**config.mk**
```make
export PLATFORM = sky130hd
export DESIGN_NAME = mux_lcd_three_digit_driver
export DESIGN_NICKNAME = d
export VERILOG_FILES = /design/src/hdl/lcd3d_pkg.sv /design/src/hdl/mux_lcd_three_digit_driver.sv
export SDC_FILE = /design/constraint.sdc
export NUM_CORES = 1
export LEC_CHECK = 0
export ABC_AREA = 1
export BUFFER_PORTS_ARGS = -buffer_cell sky130_fd_sc_hd__buf_2
export CAP_MARGIN = 0
export CORE_ASPECT_RATIO = 0.5
export CORE_MARGIN = 2
export CORE_UTILIZATION = 30
export DETAILED_ROUTE_END_ITERATION = 16
export RECOVER_POWER = 25
export SLEW_MARGIN = 0
export SYNTH_ARGS = -nofsm -noshare
export SYNTH_HDL_FRONTEND = slang
export SYNTH_SLANG_ARGS = --single-unit
```
**constraint.sdc**
```tcl
create_clock -name i_clk -period 1.57 [get_ports i_clk]
set_input_delay 0.157 -clock i_clk [delete_from_list [all_inputs] [get_ports i_clk]]
set_output_delay 0.157 -clock i_clk [all_outputs]
set_load 0.01 [all_outputs]
```
**src/hdl/lcd3d_pkg.sv**
```systemverilog
// types, constants and glyph table for the three digit lcd driver
package lcd3d_pkg;

    localparam logic KIND_TICK = 1'b0;
    localparam logic KIND_LOAD = 1'b1;

    localparam int unsigned NUM_COMS  = 4;
    localparam int unsigned SEG_W     = 6;
    localparam logic [SEG_W-1:0] ROW_RESET = '1;

    typedef struct packed {
        logic       kind;
        logic [3:0] digit0;
        logic [3:0] digit1;
        logic [3:0] digit2;
    } t_in_word;

    typedef struct packed {
        logic [NUM_COMS-1:0] com_enable;
        logic                com_level;
        logic [SEG_W-1:0]    seg_levels;
    } t_out_word;

    // 2-bit pattern per common packed at bit 2*common, blank above nine
    function automatic logic [7:0] glyph_rows(input logic [3:0] digit);
        logic [7:0] rows;
        case (digit)
            4'd0: rows = 8'hDE;
            4'd1: rows = 8'h14;
            4'd2: rows = 8'h7A;
            4'd3: rows = 8'h76;
            4'd4: rows = 8'hB4;
            4'd5: rows = 8'hE6;
            4'd6: rows = 8'hEE;
            4'd7: rows = 8'h54;
            4'd8: rows = 8'hFE;
            4'd9: rows = 8'hF6;
            default: rows = 8'h00;
        endcase
        return rows;
    endfunction

endpackage

```
**src/hdl/mux_lcd_three_digit_driver.sv**
```systemverilog
// three digit quarter duty multiplexed lcd driver, top level
// usage:
//   input channel (i_in_valid / o_in_ready / i_in_word) takes one word per
//   cycle. a load word (kind = 1) turns its three digits into four row words
//   and gives no output. a tick word (kind = 0) gives one output word with
//   the common enable, common level and segment levels for the current
//   phase, then the phase advances modulo 8.
//   output channel (o_out_valid / i_out_ready / o_out_word) carries one
//   word per tick, registered in the cycle after the tick is taken.
//   throughput is one word per cycle: lookup and row select sit between the
//   input handshake and the output register, so the output register is the
//   only stage.
//   when the receiver stalls, the output register holds its word and
//   o_in_ready drops until that word is taken.
//   reset (i_rst_n low, synchronous) clears the phase to 0, sets all four
//   rows to all ones and empties the output register.
module mux_lcd_three_digit_driver
    import lcd3d_pkg::*;
(
    input  logic      i_clk,
    input  logic      i_rst_n,
    input  logic      i_in_valid,
    output logic      o_in_ready,
    input  t_in_word  i_in_word,
    output logic      o_out_valid,
    input  logic      i_out_ready,
    output t_out_word o_out_word
);

    logic [2:0]       r_phase;
    logic [2:0]       n_phase;
    logic [SEG_W-1:0] r_rows [NUM_COMS];
    logic [SEG_W-1:0] n_rows [NUM_COMS];
    logic             r_out_valid;
    logic             n_out_valid;
    t_out_word        r_out;
    t_out_word        n_out;
    logic             w_accept;
    logic [7:0]       w_g0;
    logic [7:0]       w_g1;
    logic [7:0]       w_g2;
    logic [1:0]       w_com;
    logic             w_first_half;

    assign o_in_ready  = !r_out_valid || i_out_ready;
    assign w_accept    = i_in_valid && o_in_ready;
    assign o_out_valid = r_out_valid;
    assign o_out_word  = r_out;

    assign w_g0         = glyph_rows(i_in_word.digit0);
    assign w_g1         = glyph_rows(i_in_word.digit1);
    assign w_g2         = glyph_rows(i_in_word.digit2);
    assign w_com        = r_phase[1:0];
    assign w_first_half = !r_phase[2];

    always_comb begin
        n_phase     = r_phase;
        n_rows      = r_rows;
        n_out       = r_out;
        n_out_valid = r_out_valid && !i_out_ready;
        if (w_accept) begin
            if (i_in_word.kind == KIND_LOAD) begin
                for (int c = 0; c < NUM_COMS; c++) begin
                    n_rows[c] = {w_g0[2*c +: 2], w_g1[2*c +: 2], w_g2[2*c +: 2]};
                end
            end else begin
                n_out.com_enable = 4'(4'b0001 << w_com);
                n_out.com_level  = w_first_half;
                n_out.seg_levels = w_first_half ? ~r_rows[w_com] : r_rows[w_com];
                n_out_valid      = 1'b1;
                n_phase          = 3'(r_phase + 3'd1);
            end
        end
    end

    always_ff @(posedge i_clk) begin
        if (!i_rst_n) begin
            r_phase     <= '0;
            r_out_valid <= 1'b0;
            for (int c = 0; c < NUM_COMS; c++) begin
                r_rows[c] <= ROW_RESET;
            end
        end else begin
            r_phase     <= n_phase;
            r_out_valid <= n_out_valid;
            r_rows      <= n_rows;
        end
    end

    always_ff @(posedge i_clk) begin
        r_out <= n_out;
    end

`ifndef SYNTHESIS
    a_onehot_com: assert property (@(posedge i_clk) disable iff (!i_rst_n)
        r_out_valid |-> $onehot(r_out.com_enable))
        else $error("common enable not one-hot");

    a_tick_advance: assert property (@(posedge i_clk) disable iff (!i_rst_n)
        (w_accept && i_in_word.kind == KIND_TICK) |=>
            (r_phase == 3'($past(r_phase) + 3'd1)))
        else $error("phase did not advance on tick");

    a_load_keeps_phase: assert property (@(posedge i_clk) disable iff (!i_rst_n)
        (w_accept && i_in_word.kind == KIND_LOAD) |=> $stable(r_phase))
        else $error("phase changed on load");

    a_load_no_word: assert property (@(posedge i_clk) disable iff (!i_rst_n)
        (w_accept && i_in_word.kind == KIND_LOAD) |=> !r_out_valid)
        else $error("load produced an output word");

    a_level_matches: assert property (@(posedge i_clk) disable iff (!i_rst_n)
        (w_accept && i_in_word.kind == KIND_TICK) |=>
            (r_out.com_level == !$past(r_phase[2])))
        else $error("common level does not match phase half");
`endif

endmodule

```
==> results of run 1 <==
==> routing by layer <==
metal / wire [um] / part of all wire
met5: 0 / 0
met3: 181 / 0.040
met2: 1621 / 0.36
met1: 2586 / 0.58
met4: 87 / 0.019
==> final cells by class <==
type                            count  area [um2]
Clock buffer                        5       125.1
Clock inverter                      3       16.27
Fill cell                         836        4743
Inverter                           29       113.9
Multi-Input combinational cell    242        1194
Sequential cell                    37       850.8
Tap cell                           96       120.1
Timing Repair Buffer               33       158.9
==> worst paths after layout <==
| path | from | end |
|---|---|---|
| worst min register to register | r_rows[20] | r_rows[20] |
| worst max register to register | r_phase[0] | r_phase[2] |
| worst max-delay path | r_phase[0] | r_phase[2] |
| worst min-delay path | i_rst_n | r_rows[20] |
==> placed cells by master, fill, tap and decap left out <==
cell,netlist,final
nand3_4,2,2
inv_6,1,1
o21ai_0,8,8
dfxtp_1,26,26
buf_2,3,16
nor2_1,2,2
buf_4,2,4
or2_1,2,2
inv_4,0,1
edfxtp_1,11,11
inv_2,5,5
inv_1,23,23
nand2_1,156,157
ha_1,19,19
xor2_1,1,1
clkbuf_1,0,13
clkbuf_16,0,5
nand2_2,6,6
clkinv_2,0,2
a21oi_1,21,21
nand3_1,24,24
==> registers in the layout, indices dropped and copies added, names as in the netlist <==
name         flops
r_rows          22
o_out_valid      1
r_phase          3
o_out_word      11
==> logic make-up after synthesis <==
group	after synthesis
simple gates	193
buf+inv	39
flops	37
xor+xnor	1
compound gates	29
fa+ha+maj	19
==> power by group <==
| group | internal, mW | switching, mW |
|---|---|---|
| clock network | 0.582 | 0.381 |
| logic | 0.136 | 0.240 |
| registers | 1.05 | 0.0390 |
| total | 1.77 | 0.660 |
==> stage by stage <==
stage          cells  power [mW]
3_3_place_gp     437       1.489
4_1_cts          445       2.462
6_report         445       2.429
5_1_grt          445       2.586
3_5_place_dp     437       1.492
2_1_floorplan    318       1.388
==> critical path: cells and delay by family, from the launching register on <==
kind / cells / cell delay [ns]
AO/OA/AOI/OAI: 1 / 0.13
XOR/XNOR: 1 / 0.14
adder cells (fa/ha/maj): 1 / 0.16
buffers and inverters: 1 / 0.23
flip-flops: 1 / 0.55
AND/OR/NAND/NOR: 1 / 0.07
==> reports/results.tsv, run 1 <==
metric	value	unit
Clock Skew	0.005270	ns
Worst path max stage delay	0.55	ns
hold_buf cts	0	
max_cap viols	0	
Final Hold Viols	0	
Reg2Reg Depth	5	
IO buf count	29	
Die W	126.7	um
sum of negative setup slack	0	ns
Seq cells post-synth	37	
LEAKAGE	1.308	nW
Synth Area in Simple Gates	0.3586	
post-synthesis sequential area ratio	0.3769	
DRT iter0 DRCs	158	
synthesized area	0.002257	mm2
GRT Total Usage	0.1201	
VDD IR max	0.0003473	V
dpl hpwl	3405	um
Resize count post-CTS	0	
first-pass GRT wire length	7976	um
Power per Cell Area	942.0	mW/mm2
Final WS setup	0.2228	ns
Synth area leader	nand2_1	
leading cell types by total area after synthesis	nand2_1 26%, dfxtp_1 23%, edfxtp_1 15%	
Placement Cell Area	0.002461	mm2
WL per Instance	10.06	um
Tcrit/Tclk final	0.8581	
Site Rows	22	
arrival time at the worst endpoint	1.56	ns
GRT met1 Usage	0.1699	
Global Route met2 Usage	0.1730	
Slowest-stage cell, CP	dfxtp_1	
Synth Area in Adders	0.1053	
die extent in y	65.34	um
Layout Nets	384	
FMAX	742.3	MHz
Vias	1877	
outcome	finished, final reports clean	
hold crit path type	in2reg	
number of global-route vias before repair	1790	
Compound-Gate Fraction of Synth Area	0.06430	
global routing's busiest layer	met2	
Worst-Margin Slew	0.3836	ns
most frequent cell after synthesis	nand2_1	
Clock transition at path regs	0.06	ns
largest net degree at the start of global routing	19	
latest clock arrival within the worst-skew pair	0.28	ns
utilization after layout	0.3522	
Die Footprint	0.008276	mm2
Clock H-tree levels	2	
WHS Path Cells	2	
clk sinks	37	
Post-synth top cells	156 x nand2_1, 26 x dfxtp_1, 24 x nand3_1	
worst reg2reg setup slack	0.22	ns
FFs w/ async S/R, synth	0	
Hold WS	0.1370	ns
DP Worst Slack	0.2215	ns
DRC Markers	0	
post-synth cell types	20	
Placer Congestion	0.8206	
ANT cells	0	
clk buf depth	2	
Yosys warning total	0	
largest family of logic cells by synthesized area	simple AND/OR/NAND/NOR gates	
Synth-to-Final Area Change	14.25	%
CTS tree	done	
TritonRoute pass-1 iters	4	
crit path time final	1.347	ns
post-synth top area share	0.2594	
EDFF count, synth	11	
crit-path cells	buf_4 > ha_1 > xor2_1 > nand2_1 > a21oi_1	
Pins Over Slew Limit	0	
Critical Path RT	1.79	ns
syn_nets	354	
dominant synthesized flop cell	dfxtp_1	
peak fanout along the critical path	10	
TritonCTS Buffers	5	
final setup fails	0	
I/O Pins	30	
post-synthesis xor/xnor area fraction	0.003880	
CP Class	reg2reg	
Initial Utilization	0.3083	
Mapped Cells	318	
root buffer cell	clkbuf_16	
layout cell share with drive strength beyond 1	0.1203	
grt ovf	0	
initial antenna violation count	0	
# Post-CTS Setup Buffers	0	
fin area	0.002579	mm2
critical path startpoint category	register	
RSZ-0062 raised after global routing	no	
mux share of post-synthesis cell area	0	
Avg Synthesized Cell Area	7.098	um2
routing usage on met3	0.02687	
core area	0.007322	mm2
Slew headroom	0.7439	
CP Capture Type	register	
drt total wl	4477	um
number of vias per cell	4.218	
post-route ant nets	0	
(Power assumes the default switching activity.)
==> inputs of run 2 (changes only) <==
Settings changed: ABC_AREA 1 to 0.
Clock period 1.57 ns to 1.65 ns, I/O delays scaled along.
==> run 2 against run 1 <==
Effect of this change: clock-buffer cell count is 2 higher; sequential cell count stayed put; maximum frequency is 9.7% lower; worst hold slack better by 0.12 ns; register-to-register slack worse by 0.07 ns; synthesized area is 5.9% lower; critical path type unchanged; highest routed layer unchanged; first-iteration DRC count is 44% lower; worst setup slack worse by 0.065 ns; core utilization is 0.85 points higher; sequential share of layout area is 1.8 points higher.
==> reports/results.tsv, run 2 <==
metric	value	unit	change
Mapped Cells	213		-33%
DRC Markers	0		unchanged
FMAX	670.1	MHz	-9.7%
utilization after layout	0.3607		+0.008463
Reg2Reg Depth	2		-3
Resize count post-CTS	0		unchanged
ANT cells	0		unchanged
Seq cells post-synth	37		unchanged
crit path time final	1.492	ns	+0.1451 ns
dpl hpwl	2947	um	-13%
die extent in y	63.51	um	-2.8%
Yosys warning total	0		unchanged
Worst-Margin Slew	0.4176	ns	+0.03399 ns
VDD IR max	0.0003970	V	+14%
Initial Utilization	0.3134		+0.005129
number of global-route vias before repair	1450		-19%
Power per Cell Area	995.7	mW/mm2	+5.7%
I/O Pins	30		unchanged
CP Class	reg2reg		
Layout Nets	272		-29%
critical path startpoint category	register		
TritonRoute pass-1 iters	4		unchanged
most frequent cell after synthesis	dfxtp_1		
Synth-to-Final Area Change	15.08	%	
Placer Congestion	0.7339		-11%
FFs w/ async S/R, synth	0		unchanged
FF-to-FF End	o_out_word[4]		
WL per Instance	12.49	um	+24%
Pins Over Slew Limit	0		unchanged
hold_sp	i_out_ready		
leading cell type in the layout, fill and taps excluded	dfxtp_1		
sum of negative setup slack	0	ns	unchanged
grt ovf	0		unchanged
first-pass GRT wire length	6803	um	-15%
hold_buf cts	0		unchanged
Final WS setup	0.1577	ns	-0.06507 ns
Setup crit end	o_out_word[4]		
root buffer cell	clkbuf_16		
Synth area leader	dfxtp_1		
post-synth top area share	0.2450		-0.01443
commonest cells after routing, fill and taps aside	26 x dfxtp_1, 20 x nand2_1, 19 x ha_1, 17 x buf_2, 15 x nor2_1		
peak fanout along the critical path	7		-3
initial antenna violation count	0		unchanged
Hold WS	0.2532	ns	+0.1162 ns
DP Worst Slack	0.1603	ns	-0.06117 ns
Final Hold Viols	0		unchanged
Clock H-tree levels	2		unchanged
TritonCTS Buffers	5		unchanged
Placement Cell Area	0.002287	mm2	-7.1%
dpl cells	321		-27%
LEAKAGE	0.9967	nW	-24%
post-synth cell types	40		+100%
final setup fails	0		unchanged
clk sinks	37		unchanged
DRT iter0 DRCs	89		-44%
GRT Total Usage	0.1115		-0.008612
latest clock arrival within the worst-skew pair	0.28	ns	about the same
arrival time at the worst endpoint	1.51	ns	-0.05 ns
synthesized area	0.002125	mm2	-5.9%
core area	0.006779	mm2	-7.4%
hold crit path type	in2reg		
Tcrit/Tclk final	0.9044		+0.04632
EDFF count, synth	11		unchanged
layout cell share with drive strength beyond 1	0.1603		+0.03999
Slew headroom	0.7213		-0.02262
fin area	0.002445	mm2	-5.2%
Avg Synthesized Cell Area	9.974	um2	+41%
IO buf count	29		unchanged
CP Capture Type	register		
syn_nets	249		-30%
CP startpoint	r_phase[0]		
Site Rows	21		-4.5%
Worst R2R Start	r_phase[0]		
leading cell types by total area after synthesis	dfxtp_1 24%, edfxtp_1 16%, ha_1 11%		
Die W	123.0	um	-2.9%
Pwr Total	2.434	mW	+0.21%
Critical Path RT	1.66	ns	-0.13 ns
Die Footprint	0.007812	mm2	-5.6%
Clock transition at path regs	0.05	ns	about the same
dominant synthesized flop cell	dfxtp_1		
# Post-CTS Setup Buffers	0		unchanged
clk buf depth	2		unchanged
Vias	1544		-18%
post-route ant nets	0		unchanged
Largest register FFs	22		unchanged
outcome	finished, final reports clean		
post-synthesis sequential area ratio	0.4005		+0.02353
largest net degree at the start of global routing	27		+8
worst reg2reg setup slack	0.16	ns	-0.07 ns
Top reg by flops	r_rows		
RSZ-0062 raised after global routing	no		
drt total wl	4110	um	-8.2%
CTS tree	done		
max_cap viols	0		unchanged
Layout Cells excl Fill	329		-26%
number of vias per cell	4.693		+11%
Clock Skew	0.003043	ns	-0.002227 ns
Post-synth top cells	26 x dfxtp_1, 20 x nand2_1, 19 x ha_1		
run 2: cells by family (layout without fill, tap and decap cells):
| group | count (synthesis) | in the layout | synth area share |
|---|---|---|---|
| buf+inv | 27 | 51 | 0.07420 |
| flops | 37 | 37 | 0.4005 |
| xor+xnor | 8 | 8 | 0.03298 |
| simple gates | 77 | 77 | 0.1920 |
| mux | 8 | 8 | 0.07362 |
| compound gates | 37 | 37 | 0.1148 |
| fa+ha+maj | 19 | 19 | 0.1119 |
run 2: final cells by class:
class                      instances  area, um2
inverter                          12      45.04
fill                             690       4334
tap                               92      115.1
clock inverter                     1      30.03
clock buffer                       7      142.6
multi-input combinational        149       1116
timing repair buffer              31      145.1
sequential                        37      850.8
run 2: worst max-delay path: stages (launching register included):
cell and delay (ns):
dfxtp_1 0.52, mux4_2 0.56, xnor2_1 0.14
run 2: worst min-delay path by stage:
stage / to / slack (ns) / cells past startpoint
after global routing: r_rows[0] / 0.29 / 2
final: o_out_valid / 0.25 / 3
after global placement: r_rows[19] / 0.46 / 2
after detailed placement: r_rows[19] / 0.46 / 2
after floorplan: r_rows[3] / 0.26 / 1
after CTS: o_out_valid / 0.25 / 3
run 2: where the power goes:
part / switching, mW / internal (mW)
Combinational: 0.169 / 0.133
Sequential: 0.0346 / 0.995
Clock: 0.347 / 0.754
run 2: per-layer routing:
metal	vias up	routed length (um)	GRT usage	part of all wire
li1	791	-	-	-
met1	708	2135	0.1639	0.52
met2	38	1651	0.1499	0.40
met3	7	267	0.03351	0.065
met4	0	56	0.04261	0.014
met5	-	0	0	0
==> inputs of run 3 (changes only) <==
Settings changed: CORE_MARGIN 2 to default, SETUP_SLACK_MARGIN from default to 0.5.
==> run 3 against run 2 <==
Effect of this change: sequential cell count unchanged; combinational power increased by 23%; non-clock buffer count increased by 10; design area increased by 9.0%; sequential power about the same; first-iteration DRC count decreased by 11%.
==> reports/results.tsv, run 3 (synthesized netlist as in run 2, its figures left out) <==
metric	value	unit	change
Die W	121.0	um	-1.6%
Die Footprint	0.007443	mm2	-4.7%
Largest register FFs	22		unchanged
dpl cells	319		-0.62%
dpl hpwl	2900	um	-1.6%
number of vias per cell	4.776		+1.8%
final setup fails	0		unchanged
Sw Share	0.2590		+0.03255
Worst R2R Start	r_phase[0]		
Clock H-tree levels	2		unchanged
DRC Markers	0		unchanged
WL per Instance	13.07	um	+4.6%
leading cell type in the layout, fill and taps excluded	dfxtp_1		
commonest cells after routing, fill and taps aside	24 x dfxtp_1, 20 x nand2_1, 19 x ha_1, 18 x buf_2, 15 x nor2_1		
largest net degree at the start of global routing	27		unchanged
first-pass GRT wire length	7120	um	+4.7%
TritonRoute pass-1 iters	4		unchanged
FMAX	702.1	MHz	+4.8%
combinational fraction of design power	0.160		+0.036
global routing's busiest layer	met2		
Hold Path End	r_rows[10]		
utilization after layout	0.3945		+0.03383
Placer Congestion	0.7302		-0.50%
CP Class	reg2reg		
grt ovf	0		unchanged
crit path time final	1.424	ns	-0.06802 ns
Reg2Reg Depth	2		unchanged
Power per Cell Area	869.7	mW/mm2	-13%
sum of negative setup slack	0	ns	unchanged
TritonCTS Buffers	5		unchanged
outcome	finished, final reports clean		
CP startpoint	r_phase[0]		
Hold WS	0.2570	ns	+0.003851 ns
Reg power frac	0.444		+0.021
Slew headroom	0.6941		-0.02720
Layout Cells excl Fill	343		+4.3%
Pint	1.717	mW	-8.8%
Psw	600.1	uW	+8.9%
max_cap viols	0		unchanged
Pins Over Slew Limit	0		unchanged
Top reg by flops	r_rows		
post-route ant nets	0		unchanged
I/O Pins	30		unchanged
hold crit path type	in2reg		
Worst-Margin Slew	0.4589	ns	+0.04126 ns
DRT iter0 DRCs	79		-11%
number of global-route vias before repair	1462		+0.83%
clk sinks	37		unchanged
Synth-to-Final Area Change	25.38	%	
ANT cells	0		unchanged
die extent in y	61.51	um	-3.1%
core area	0.006753	mm2	-0.39%
Global Route met2 Usage	0.2041		+0.05422
GRT met1 Usage	0.1646		+0.0006925
drt total wl	4482	um	+9.1%
FF-to-FF End	o_out_word[5]		
GRT Total Usage	0.1282		+0.01670
layout cell share with drive strength beyond 1	0.2789		+0.1185
Clock Skew	0.003841	ns	+0.0007981 ns
CTS tree	done		
Final Hold Viols	0		unchanged
Clock power frac	0.396		-0.057
latest clock arrival within the worst-skew pair	0.28	ns	about the same
peak fanout along the critical path	5		-2
Critical Path RT	1.67	ns	about the same
Layout Nets	286		+5.1%
IO buf count	29		unchanged
clk buf depth	2		unchanged
LEAKAGE	1.076	nW	+8.0%
routing usage on met3	0.04074		+0.007226
critical path startpoint category	register		
worst reg2reg setup slack	0.23	ns	+0.07 ns
VDD IR max	0.0004399	V	+11%
root buffer cell	clkbuf_16		
WHS Path Cells	3		unchanged
Site Rows	21		unchanged
Clock transition at path regs	0.06	ns	about the same
initial antenna violation count	0		unchanged
Initial Utilization	0.3146		+0.001219
Vias	1638		+6.1%
arrival time at the worst endpoint	1.44	ns	-0.07 ns
hold_sp	i_in_word[9]		
RSZ-0062 raised after global routing	yes		
hold_buf cts	0		unchanged
Tcrit/Tclk final	0.8632		-0.04122
CP Capture Type	register		
## run 3: timing repair
| action | CTS | global route |
|---|---|---|
| setup endpoints to repair | 29 | 38 |
| setup buffers | 11 | 1 |
| resized for setup | 9 | 19 |
| pin swaps | 3 | 7 |
| gates cloned | 3 | 1 |
## run 3: worst max path at each step
stage	cells past startpoint	slack, ns	end
CTS	2	0.33	o_out_word[5]
floorplan	3	0.29	o_out_word[0]
global route	2	0.15	o_out_word[5]
global placement	2	0.25	o_out_word[0]
detailed placement	2	0.18	o_out_word[5]
finish	2	0.23	o_out_word[5]
## run 3: area by class of cell
type,count,area (um2)
inverter,12,50.05
clock buffer,5,125.1
fill,657,4089
clock inverter,3,17.52
tap,92,115.1
sequential,37,858.3
timing repair buffer,41,269.0
multi-input combinational,152,1221
timing repair inverter,1,7.507
## run 3: metal layers
metal,share of wire,vias to the layer above
met5,0,-
met4,0.014,0
met3,0.074,5
met2,0.41,49
met1,0.50,751
li1,-,833
## run 3: power groups by stage
stage	registers (mW)	clock network (mW)	logic [mW]
finish	1.03	0.917	0.372
floorplan	1.04	0	0.236
CTS	1.03	0.919	0.349
detailed placement	1.05	0	0.300
global placement	1.05	0	0.290
global route	1.03	0.959	0.413
## run 3: through the flow
step                power [mW]  setup WS [ns]  area, um2
floorplan                1.278         0.2930       2156
global placement         1.345         0.2507       2303
detailed placement       1.354         0.1835       2303
CTS                      2.296         0.3314       2585
global route             2.407         0.1483       2664
finish                   2.317         0.2257       2664
## run 3: critical path, cell delays in order (launching register included)
cell	delay, ns
dfxtp_1	0.46
mux4_2	0.56
xnor2_1	0.14
